### src/rtl/xed_pkg.sv
// Shared types and character constants for the XML entity decoder.
// No dependencies.
package xed_pkg;

	// One word on either stream channel.
	typedef struct packed {
		logic [7:0] data;
		logic       last;
	} xed_item_t;

	// Work buffer: held entity prefix followed by bytes still to be fed.
	localparam int unsigned WORK_DEPTH = 6;
	localparam int unsigned NAMED_NUM  = 5;

	localparam logic [7:0] CH_AMP   = 8'h26;
	localparam logic [7:0] CH_HASH  = 8'h23;
	localparam logic [7:0] CH_X     = 8'h78;
	localparam logic [7:0] CH_A     = 8'h61;
	localparam logic [7:0] CH_Z     = 8'h7a;
	localparam logic [7:0] CH_0     = 8'h30;
	localparam logic [7:0] CH_LOWER = 8'h20;
	localparam logic [7:0] HEX_TEN  = 8'd10;

	// Named entity text, first character in the top byte, zero padded.
	localparam logic [47:0] TXT_AMP  = {"&amp;", 8'h00};
	localparam logic [47:0] TXT_LT   = {"&lt;", 16'h0000};
	localparam logic [47:0] TXT_GT   = {"&gt;", 16'h0000};
	localparam logic [47:0] TXT_QUOT = "&quot;";
	localparam logic [47:0] TXT_APOS = "&apos;";

	localparam logic [NAMED_NUM-1:0][47:0] NAMED_TEXT =
		{TXT_APOS, TXT_QUOT, TXT_GT, TXT_LT, TXT_AMP};
	localparam logic [NAMED_NUM-1:0][2:0] NAMED_LEN =
		{3'd6, 3'd6, 3'd4, 3'd4, 3'd5};
	localparam logic [NAMED_NUM-1:0][7:0] NAMED_VAL =
		{8'h27, 8'h22, 8'h3e, 8'h3c, 8'h26};

	typedef enum logic [1:0] {
		CLS_FAIL   = 2'd0,
		CLS_PREFIX = 2'd1,
		CLS_DONE   = 2'd2
	} xed_cls_t;

endpackage

### src/rtl/xed_fifo.sv
// Two-entry word queue with valid/ready on both sides.
// Depends on xed_pkg (xed_item_t).
module xed_fifo import xed_pkg::*; (
	input  logic      clk,
	input  logic      arst_n,
	input  logic      wr_valid,
	input  xed_item_t wr_item,
	output logic      wr_ready,
	output logic      rd_valid,
	output xed_item_t rd_item,
	input  logic      rd_ready
);

	xed_item_t  mem_q [2];
	logic       wr_ptr_q;
	logic       rd_ptr_q;
	logic [1:0] cnt_q;
	logic       wr_en;
	logic       rd_en;

	assign wr_ready = (cnt_q != 2'd2);
	assign rd_valid = (cnt_q != 2'd0);
	assign rd_item  = mem_q[rd_ptr_q];
	assign wr_en    = wr_valid && wr_ready;
	assign rd_en    = rd_valid && rd_ready;

	always_ff @(posedge clk or negedge arst_n) begin
		if (!arst_n) begin
			wr_ptr_q <= 1'b0;
			rd_ptr_q <= 1'b0;
			cnt_q    <= 2'd0;
		end else begin
			if (wr_en)
				wr_ptr_q <= ~wr_ptr_q;
			if (rd_en)
				rd_ptr_q <= ~rd_ptr_q;
			if (wr_en && !rd_en)
				cnt_q <= cnt_q + 2'd1;
			else if (rd_en && !wr_en)
				cnt_q <= cnt_q - 2'd1;
		end
	end

	always_ff @(posedge clk) begin
		if (wr_en)
			mem_q[wr_ptr_q] <= wr_item;
	end

endmodule

### src/rtl/xed_engine.sv
// Decode engine: holds the entity prefix and the bytes awaiting (re)processing,
// feeds one byte per cycle unless stalled by the output, and emits at most one
// decoded word per cycle. Depends on xed_pkg.
module xed_engine import xed_pkg::*; (
	input  logic      clk,
	input  logic      arst_n,
	input  logic      f_valid,
	input  xed_item_t f_item,
	output logic      f_ready,
	output logic      o_valid,
	output xed_item_t o_item,
	input  logic      o_space
);

	typedef struct packed {
		xed_cls_t   kind;
		logic [7:0] value;
	} xed_verdict_t;

	// w_q[0 +: pc_q] is the held prefix, w_q[pc_q +: qc_q] the feed queue
	logic [WORK_DEPTH-1:0][7:0] w_q;
	logic [2:0] pc_q;
	logic [2:0] qc_q;
	logic       last_q;
	logic [7:0] held_q;
	logic       held_v_q;

	logic [7:0] b;
	logic [2:0] n;
	xed_verdict_t verdict;
	logic       act;
	logic       fin;
	logic       emit_v;
	logic [7:0] emit_b;
	logic [2:0] sh;
	logic [2:0] pc_n;
	logic [2:0] qc_n;
	logic       stall;
	logic       adv;
	logic       take;
	logic [2:0] pc_sel;
	logic [WORK_DEPTH-1:0][7:0] w_nx;

	function automatic logic [7:0] hex_val(input logic [7:0] c);
		logic [7:0] low;
		low = c | CH_LOWER;
		if (low inside {[CH_A:CH_Z]})
			return low - CH_A + HEX_TEN;
		return c - CH_0;
	endfunction

	function automatic xed_verdict_t classify(input logic [WORK_DEPTH-1:0][7:0] s,
			input logic [2:0] len);
		xed_verdict_t v;
		logic [7:0]   hi;
		logic [7:0]   lo;
		logic         ok;
		logic         found;
		v.kind  = CLS_FAIL;
		v.value = CH_AMP;
		found   = 1'b0;
		hi      = hex_val(s[3]);
		lo      = hex_val(s[4]);
		if (s[1] == CH_HASH) begin
			if (len >= 3'd3 && s[2] != CH_X)
				v.kind = CLS_FAIL;
			else if (len < 3'(WORK_DEPTH))
				v.kind = CLS_PREFIX;
			else begin
				v.kind  = CLS_DONE;
				v.value = {hi[3:0], 4'h0} + lo;
			end
		end else begin
			for (int j = 0; j < NAMED_NUM; j++) begin
				ok = (len <= NAMED_LEN[j]);
				for (int k = 1; k < WORK_DEPTH; k++) begin
					if (3'(k) < len && s[k] != NAMED_TEXT[j][47-8*k -: 8])
						ok = 1'b0;
				end
				if (ok && !found) begin
					found = 1'b1;
					if (len == NAMED_LEN[j]) begin
						v.kind  = CLS_DONE;
						v.value = NAMED_VAL[j];
					end else
						v.kind = CLS_PREFIX;
				end
			end
		end
		return v;
	endfunction

	assign b       = w_q[pc_q];
	assign n       = pc_q + 3'd1;
	assign verdict = classify(w_q, n);

	always_comb begin
		act    = 1'b0;
		fin    = 1'b0;
		emit_v = 1'b0;
		emit_b = b;
		sh     = 3'd0;
		pc_n   = pc_q;
		qc_n   = qc_q;
		if (qc_q != 3'd0) begin
			act  = 1'b1;
			qc_n = qc_q - 3'd1;
			if (pc_q == 3'd0) begin
				if (b == CH_AMP)
					pc_n = 3'd1;
				else begin
					emit_v = 1'b1;
					sh     = 3'd1;
				end
			end else begin
				case (verdict.kind)
					CLS_DONE: begin
						emit_v = 1'b1;
						emit_b = verdict.value;
						sh     = n;
						pc_n   = 3'd0;
					end
					CLS_PREFIX: begin
						pc_n = pc_q + 3'd1;
					end
					default: begin
						// mismatch: emit '&', the rest of the prefix goes back in front
						emit_v = 1'b1;
						emit_b = CH_AMP;
						sh     = 3'd1;
						pc_n   = 3'd0;
						qc_n   = pc_q + qc_q - 3'd1;
					end
				endcase
			end
		end else if (last_q && pc_q != 3'd0) begin
			// end of string with a prefix held: flush as literal text
			act    = 1'b1;
			emit_v = 1'b1;
			emit_b = CH_AMP;
			sh     = 3'd1;
			pc_n   = 3'd0;
			qc_n   = pc_q - 3'd1;
		end else if (last_q) begin
			act = 1'b1;
			fin = 1'b1;
		end
	end

	// During the final word's processing the newest result waits in held_q,
	// so the last one can be marked.
	always_comb begin
		o_valid     = 1'b0;
		o_item.data = emit_b;
		o_item.last = 1'b0;
		if (fin) begin
			o_valid     = 1'b1;
			o_item.data = held_q;
			o_item.last = 1'b1;
		end else if (emit_v && !last_q) begin
			o_valid = 1'b1;
		end else if (emit_v && held_v_q) begin
			o_valid     = 1'b1;
			o_item.data = held_q;
		end
	end

	assign stall   = o_valid && !o_space;
	assign adv     = act && !stall;
	assign f_ready = !act || (adv && qc_n == 3'd0 && (!last_q || fin));
	assign take    = f_ready && f_valid;
	assign pc_sel  = adv ? pc_n : pc_q;

	always_comb begin
		logic [3:0] idx;
		w_nx = w_q;
		idx  = 4'd0;
		if (adv) begin
			for (int i = 0; i < WORK_DEPTH; i++) begin
				idx = 4'(i) + {1'b0, sh};
				if (idx < 4'(WORK_DEPTH))
					w_nx[i] = w_q[idx[2:0]];
			end
		end
		if (take)
			w_nx[pc_sel] = f_item.data;
	end

	always_ff @(posedge clk) begin
		w_q <= w_nx;
		if (adv && emit_v && last_q)
			held_q <= emit_b;
	end

	always_ff @(posedge clk or negedge arst_n) begin
		if (!arst_n) begin
			pc_q     <= 3'd0;
			qc_q     <= 3'd0;
			last_q   <= 1'b0;
			held_v_q <= 1'b0;
		end else begin
			if (adv) begin
				pc_q <= pc_n;
				qc_q <= qc_n;
			end
			if (adv && emit_v && last_q)
				held_v_q <= 1'b1;
			if (adv && fin) begin
				held_v_q <= 1'b0;
				last_q   <= 1'b0;
			end
			if (take) begin
				qc_q   <= 3'd1;
				last_q <= f_item.last;
			end
		end
	end

	a_work_fits: assert property (@(posedge clk) disable iff (!arst_n)
		({1'b0, pc_q} + {1'b0, qc_q}) <= 4'(WORK_DEPTH))
		else $error("work buffer overfilled");

	a_held_at_end: assert property (@(posedge clk) disable iff (!arst_n)
		fin |-> held_v_q)
		else $error("final word with no pending result");

	a_held_only_last: assert property (@(posedge clk) disable iff (!arst_n)
		!last_q |-> !held_v_q)
		else $error("result held outside final word");

	a_stall_holds: assert property (@(posedge clk) disable iff (!arst_n)
		(act && !adv) |=> (pc_q == $past(pc_q) && qc_q == $past(qc_q)))
		else $error("engine state moved while stalled");

endmodule

### src/rtl/xml_entity_decoder.sv
// Top level of the streaming XML entity decoder.
// Depends on xed_pkg, xed_fifo and xed_engine.

// Decodes &amp; &lt; &gt; &quot; &apos; and &#xHH? (six bytes, the sixth ignored)
// in a byte stream whose final byte carries in_last; out_last marks the final
// decoded byte of a string. An input queue feeds the decode engine, which
// processes one byte per cycle while the output queue has room, and writes
// into that queue. Plain bytes and entity bytes pass through without being
// re-fed, so the block sustains one input word per cycle while out_ready is
// high. A mismatch re-feeds the held bytes through the engine one at a time
// before the next input word is taken. The final word of a string takes an
// extra pass to mark the last decoded word, and a partial entity still held
// at that point is flushed byte by byte on top. At most six output words
// result from one input word. No clearing pass after reset.
module xml_entity_decoder import xed_pkg::*; (
	input  logic       clk,
	input  logic       arst_n,
	input  logic       in_valid,
	output logic       in_ready,
	input  logic [7:0] in_byte,
	input  logic       in_last,
	output logic       out_valid,
	input  logic       out_ready,
	output logic [7:0] out_byte,
	output logic       out_last
);

	xed_item_t in_item;
	xed_item_t f_item;
	logic      f_valid;
	logic      f_ready;
	xed_item_t o_item;
	logic      o_valid;
	logic      o_space;
	xed_item_t out_item;

	assign in_item.data = in_byte;
	assign in_item.last = in_last;

	xed_fifo u_in_q (
		.clk      (clk),
		.arst_n   (arst_n),
		.wr_valid (in_valid),
		.wr_item  (in_item),
		.wr_ready (in_ready),
		.rd_valid (f_valid),
		.rd_item  (f_item),
		.rd_ready (f_ready)
	);

	xed_engine u_engine (
		.clk     (clk),
		.arst_n  (arst_n),
		.f_valid (f_valid),
		.f_item  (f_item),
		.f_ready (f_ready),
		.o_valid (o_valid),
		.o_item  (o_item),
		.o_space (o_space)
	);

	xed_fifo u_out_q (
		.clk      (clk),
		.arst_n   (arst_n),
		.wr_valid (o_valid),
		.wr_item  (o_item),
		.wr_ready (o_space),
		.rd_valid (out_valid),
		.rd_item  (out_item),
		.rd_ready (out_ready)
	);

	assign out_byte = out_item.data;
	assign out_last = out_item.last;

endmodule

### config.mk
export PLATFORM = sky130hd
export DESIGN_NAME = xml_entity_decoder
export DESIGN_NICKNAME = d
export VERILOG_FILES = /design/src/rtl/xed_pkg.sv /design/src/rtl/xed_fifo.sv /design/src/rtl/xed_engine.sv /design/src/rtl/xml_entity_decoder.sv
export SDC_FILE = /design/constraint.sdc
export NUM_CORES = 1
export LEC_CHECK = 0
export BUFFER_PORTS_ARGS = -buffer_cell sky130_fd_sc_hd__buf_2
export CORE_ASPECT_RATIO = 1.5
export CORE_MARGIN = 2
export CORE_UTILIZATION = 40
export CTS_CLUSTER_SIZE = 12
export DETAILED_ROUTE_END_ITERATION = 10
export PLACE_DENSITY = 0.62
export RECOVER_POWER = 50
export SETUP_SLACK_MARGIN = 0.3
export SLEW_MARGIN = 40
export SYNTH_ARGS = -nofsm -noshare
export SYNTH_HDL_FRONTEND = slang
export SYNTH_SLANG_ARGS = --single-unit
### constraint.sdc
create_clock -name clk -period 7.9 [get_ports clk]
set_input_delay 1.185 -clock clk [delete_from_list [all_inputs] [get_ports clk]]
set_output_delay 1.185 -clock clk [all_outputs]
set_load 0.02 [all_outputs]
# --- After elaboration in Yosys (flattened, before gate mapping) ---
# Memories as Yosys holds them, arrays and structs flattened.
# Cells that the tools add are included.
# Widths: inputs -> output; s select.
word_totals:
  reg_bits: 72
  latch_bits: 0
  ramBits: 36
  romBits: 0
  output_inout_bits: 11
  elab_cells: 306
  memories: 2
classes:
  n_addsub: 21
  n_mul: 0
  n_div: 0
  n_lt_le_gt_ge: 29
  eq_ne: 25
  shifts: 0
  muxes: 137
  n_bitwise: 4
  n_reduce_logical: 71
mem_list:
  columns: ["name", "depth", "width", "read_ports", "rd_clocked_by_memory_dff", "write_ports", "line_no", "text"]
  rows:
  - ["u_in_q.mem_q", 2, 9, 1, 0, 1, "xed_fifo.sv:14", "xed_item_t mem_q [2];"]
  - ["u_out_q.mem_q", 2, 9, 1, 0, 1, "xed_fifo.sv:14", null]
op_table:
  columns: ["operator", "count"]
  rows:
  - ["$mux 8", 28]
  - ["$bmux 8 s3", 7]
  - ["$ne 8x7->1 const B", 13]
  - ["$mux 48", 2]
  - ["$mux 10", 7]
  - ["$mux 1", 64]
  - ["$bwmux 48", 1]
  - ["$logic_and 1x1->1", 43]
  - ["$mux 3", 14]
  - ["$lt 3x4->1 const B", 8]
  - ["$demux 8 s3", 1]
  - ["$ne 8x6->1 const B", 3]
  - ["$lt 4x3->1 const B", 5]
  - ["$mux 2", 9]
  - ["$eq 8x6->1 const B", 2]
  - ["$ge 8x7->1 const B", 2]
  - ["$le 8x7->1 const B", 2]
  - ["$pmux 8 s2", 1]
  - ["$reduce_bool 8->1", 2]
  - ["$reduce_bool 2->1", 7]
  - ["$logic_not 1->1", 12]
  - ["$eq 3x3->1 const B", 3]
  - ["$le 3x3->1 const B", 3]
  - ["$sub 3x1->3 const B", 3]
  - ["29 further kinds", 45]

# --- Logic depth before layout (Yosys ltp) ---
logic_depth:
  ltp_word: 45
  depth_mapped: 27
  ltp_nobuf: 22

# --- Modules after synthesis ---
# From an unflattened synthesis, not the netlist that was laid out.
hier_totals:
  cells_unflattened: 971
  hier_area_um2: 9141.3
by_module_without_submodules:
  columns: ["mod", "n_inst", "cells_per_inst", "area_per_inst_um2", "seq_area_each_um2"]
  rows:
  - ["xed_engine", 1, 879, 7419.6, 1401.3]
  - ["xed_fifo", 2, 46, 860.8, 640.6]

# --- Worst setup path after synthesis ---
# Ideal clock, no wire load.
synth_path:
  kind: "flip-flop to flip-flop"
  from: "register u_engine.pc_q[0]"
  to: "register u_engine.w_q[27] (netlist bit)"
  setup_time_ps: 136
  arrival_time_ps: 5972
  setup_slack_ps: 1792
  stages_incl_launch_ff: 28
  n_path_buf: 5
  period_less_slack_ps: 6108
  path_cell_list: "dfrtp_1 > buf_6 > buf_2 > inv_2 > ha_1 > nand4b_1 > or4_1 > o32ai_1 > a21oi_1 > nor3_1 > a21oi_1 > o21ai_0 > a31o_2 > ha_1 > mux2_2 > o21ai_0 > nand2_1 > a41oi_1 > buf_4 > inv_2 > buf_2 > ha_1 > xnor2_2 > buf_2 > mux2i_1 > mux2i_1 > a221oi_1 > mux2i_1"
synth_lines:
  columns: ["item", "line_no", "text"]
  rows:
  - ["start: declaration", "xed_engine.sv:22", "logic [2:0] pc_q;"]
  - ["start signal: assignment", "xed_engine.sv:203", "pc_q <= pc_n;"]
  - ["end signal: assignment", "xed_engine.sv:190", "w_q <= w_nx;"]
  - ["end: declaration", "xed_engine.sv:21", "logic [WORK_DEPTH-1:0][7:0] w_q;"]

==> flow_summary.ini <==
[cells_and_area]
areaGrowthSynthToFinish_pct = 7.077
final_util = 0.4328
finalNonFillerCells = 1136
drive_gt1_frac = 0.1119
fin_nets = 913

[clocking]
clock-sinks = 108
cts_made_buffers = 9
clk_latency_ns = 0.38
clkSlewWorstSetupHoldPaths_ns = 0.09
cts_resized = 0
cts-root-buf = clkbuf_16
post_cts_buffers = 0
ctsHtreeMaxLevel = 3
clockBufferDepth = 2
hold_buffers = 0
cts_tree = done

[grt]
first_global_vias = 7381
overflow = 0
grt_max_degree = 32
antenna_found_initial = 1
grt_pass1_wl_um = 41500
grt_usage = 0.2442

[floorplan]
die_h_um = 181.6
die_x_um = 122.4
start_util = 0.4042
coreArea_um2 = 20820
io_pins = 24
dieArea_um2 = 22240
rows = 65

[setup_path]
cp.required_ns = 8.12
regToRegStartpoint = u_engine.pc_q[1]
critPathKind = reg -> reg
critical_path.top_delay_family = simple AND/OR/NAND/NOR gates
cp-start-kind = flop
path_cells = buf_4 > inv_1 > ha_1 > nand4b_1 > or4_1 > o32ai_1 > a21oi_1 > nor3_1 > a21oi_1 > o21ai_0 > a221o_1 > ha_1 > nor3_1 > nand3_1 > inv_2 > ha_1 > inv_1 > o21ai_0 > a211oi_2 > buf_4 > o21ai_0 > o22ai_1 > mux2i_1
path_max_fanout = 16
critPathSlowestCell = nand3_1
rrSetupSlack_ns = 1.36
end_kind = flop
slowest_delay_ns = 0.52
worstSetupStartpoint = u_engine.pc_q[1]
arrival_ns = 6.76
critPathBufInv = 5

[outcome]
violations = capacitance limit, slew limit
status = finished with violations

[synthesis]
ys_types = 92
ys_async_sr_fraction = 0.1481
ys_ff_latch = 108
ys.flop_type = dfxtp_1
synth_edf_count = 44
syn_inst = 877
syn_avg_cell_area_um2 = 9.596
synth_area_um2 = 8416
seq_area_frac_synth = 0.3188
yosysWarnings = 0
synthesis.nets = 928

[sta]
skew_ns = 0.01326
hold_viol_final = 0
finalSetupViolCount = 0
grt_setup_unrepaired = no
fmax_mhz = 152.9
tightest_slew_ns = 2.202
fin_crit_ns = 6.538
slew_headroom = -0.4834
finalCritPeriodShare = 0.8276
slew_violations = 31
setup-tns-final_ns = 0

[drt]
vias_per_cell = 6.503
drcViolationCount = 0
firstDrtPassIters = 5
avgRoutedWirePerCell_um = 23.62
drt_wl_total_um = 26830
drtAntennaViolNets = 0
vias = 7387
first_iter_violations = 711

[run]
drv_cap = 2

[place]
routabilityCongestion = 0.9675
numPortBuffers = 23
dp.final_hpwl_um = 19380
placedCellCount = 1119

[min_path]
hp-start = u_in_q.wr_ptr_q
hold_class = reg -> reg
[Yosys cell counts, types with 16 or more instances]
library cell	instances	share of area
mux2i_1	128	0.15
nor2_1	38	0.017
o21ai_0	51	0.030
edfxtp_1	44	0.16
a21oi_1	28	0.017
nand2_1	43	0.019
ha_1	37	0.055
dfxtp_1	48	0.11
clkbuf_1	44	0.020
o22ai_1	54	0.040
mux2_2	26	0.035
inv_1	29	0.013
dfrtp_1	16	0.048
xnor2_1	18	0.019
[kinds of logic after synthesis]
kind of cell,synth area share
buf+inv,0.04817
fa+ha+maj,0.05739
compound gates,0.2107
mux,0.2031
flops,0.3188
simple gates,0.1298
xor+xnor,0.03211
[per-layer routing]
layer	vias to the layer above	routed length (um)	GRT usage
met5	-	0	0
met4	0	2079	0.1839
met3	125	1569	0.03894
met2	330	12860	0.4038
met1	3571	10320	0.2780
li1	3361	-	-
[placed cells by master, fill, tap and decap left out, types with 9 or more instances in the layout]
cell         n
nand2_1     43
nor3_1      12
nand3_1     12
a21oi_1     28
inv_1       29
mux2i_1    124
a31oi_1     13
and3_1      12
dfxtp_1     48
o22ai_1     54
buf_4       16
clkbuf_16    9
ha_1        37
xnor2_1     18
nand2b_1    12
edfxtp_1    44
clkbuf_1    16
a21o_1      12
mux2_2      26
dfrtp_1     16
nor2_1      38
o21ai_0     52
xor2_1      11
[worst paths after layout]
| kind | endpoint | cells after the start |
|---|---|---|
| min in group asynchronous | u_out_q.cnt_q[0] | 1 |
| max in group asynchronous | u_engine.held_v_q | 1 |
| worst min-delay path | u_in_q.wr_ptr_q | 1 |
| worst min register to register | u_in_q.wr_ptr_q | 1 |
| worst max-delay path | u_engine.w_q[43] | 23 |
| worst max register to register | u_engine.w_q[43] | 23 |
[cell type report]
type / instances / area (um2)
antenna: 1 / 2.502
clock buffer: 9 / 225.2
clock inverter: 7 / 86.33
fill: 2066 / 11810
inverter: 33 / 123.9
multi-input combinational: 671 / 5340
sequential: 108 / 2683
tap: 268 / 335.3
timing repair buffer: 39 / 215.2
[worst reg2reg max path: stages, from the launching register on]
cell      delay (ns)
dfrtp_1         0.33
buf_4           0.21
inv_1           0.13
ha_1            0.47
nand4b_1        0.26
or4_1           0.41
o32ai_1         0.27
a21oi_1         0.17
nor3_1          0.15
a21oi_1         0.05
o21ai_0         0.38
a221o_1         0.25
ha_1            0.30
nor3_1          0.46
nand3_1         0.52
inv_2           0.46
ha_1            0.42
inv_1           0.19
o21ai_0         0.14
a211oi_2        0.17
buf_4           0.29
o21ai_0         0.12
o22ai_1         0.13
mux2i_1         0.09
[stage by stage]
step | area, um2 | setup WS, ns | hold slack [ns]
CTS | 9060 | 1.451 | 0.4994
floorplan | 8416 | 1.792 | 0.4555
global placement | 8716 | 1.590 | 0.4713
global route | 9009 | 0.8622 | 0.5292
detailed placement | 8748 | 1.506 | 0.4829
finish | 9011 | 1.362 | 0.5013
[registers in the layout (all words and copies together), names as in the netlist]
name               count
u_engine.qc_q          3
u_in_q.cnt_q           2
u_in_q.rd_ptr_q        1
u_out_q.mem_q         18
u_engine.pc_q          3
u_engine.held_q        8
u_engine.last_q        1
u_in_q.mem_q          18
u_in_q.wr_ptr_q        1
u_engine.w_q          48
u_out_q.wr_ptr_q       1
u_out_q.cnt_q          2
u_engine.held_v_q      1
u_out_q.rd_ptr_q       1
Power is not shown: default switching activity piles up to over one toggle a cycle in this logic, so the estimate is an artifact.
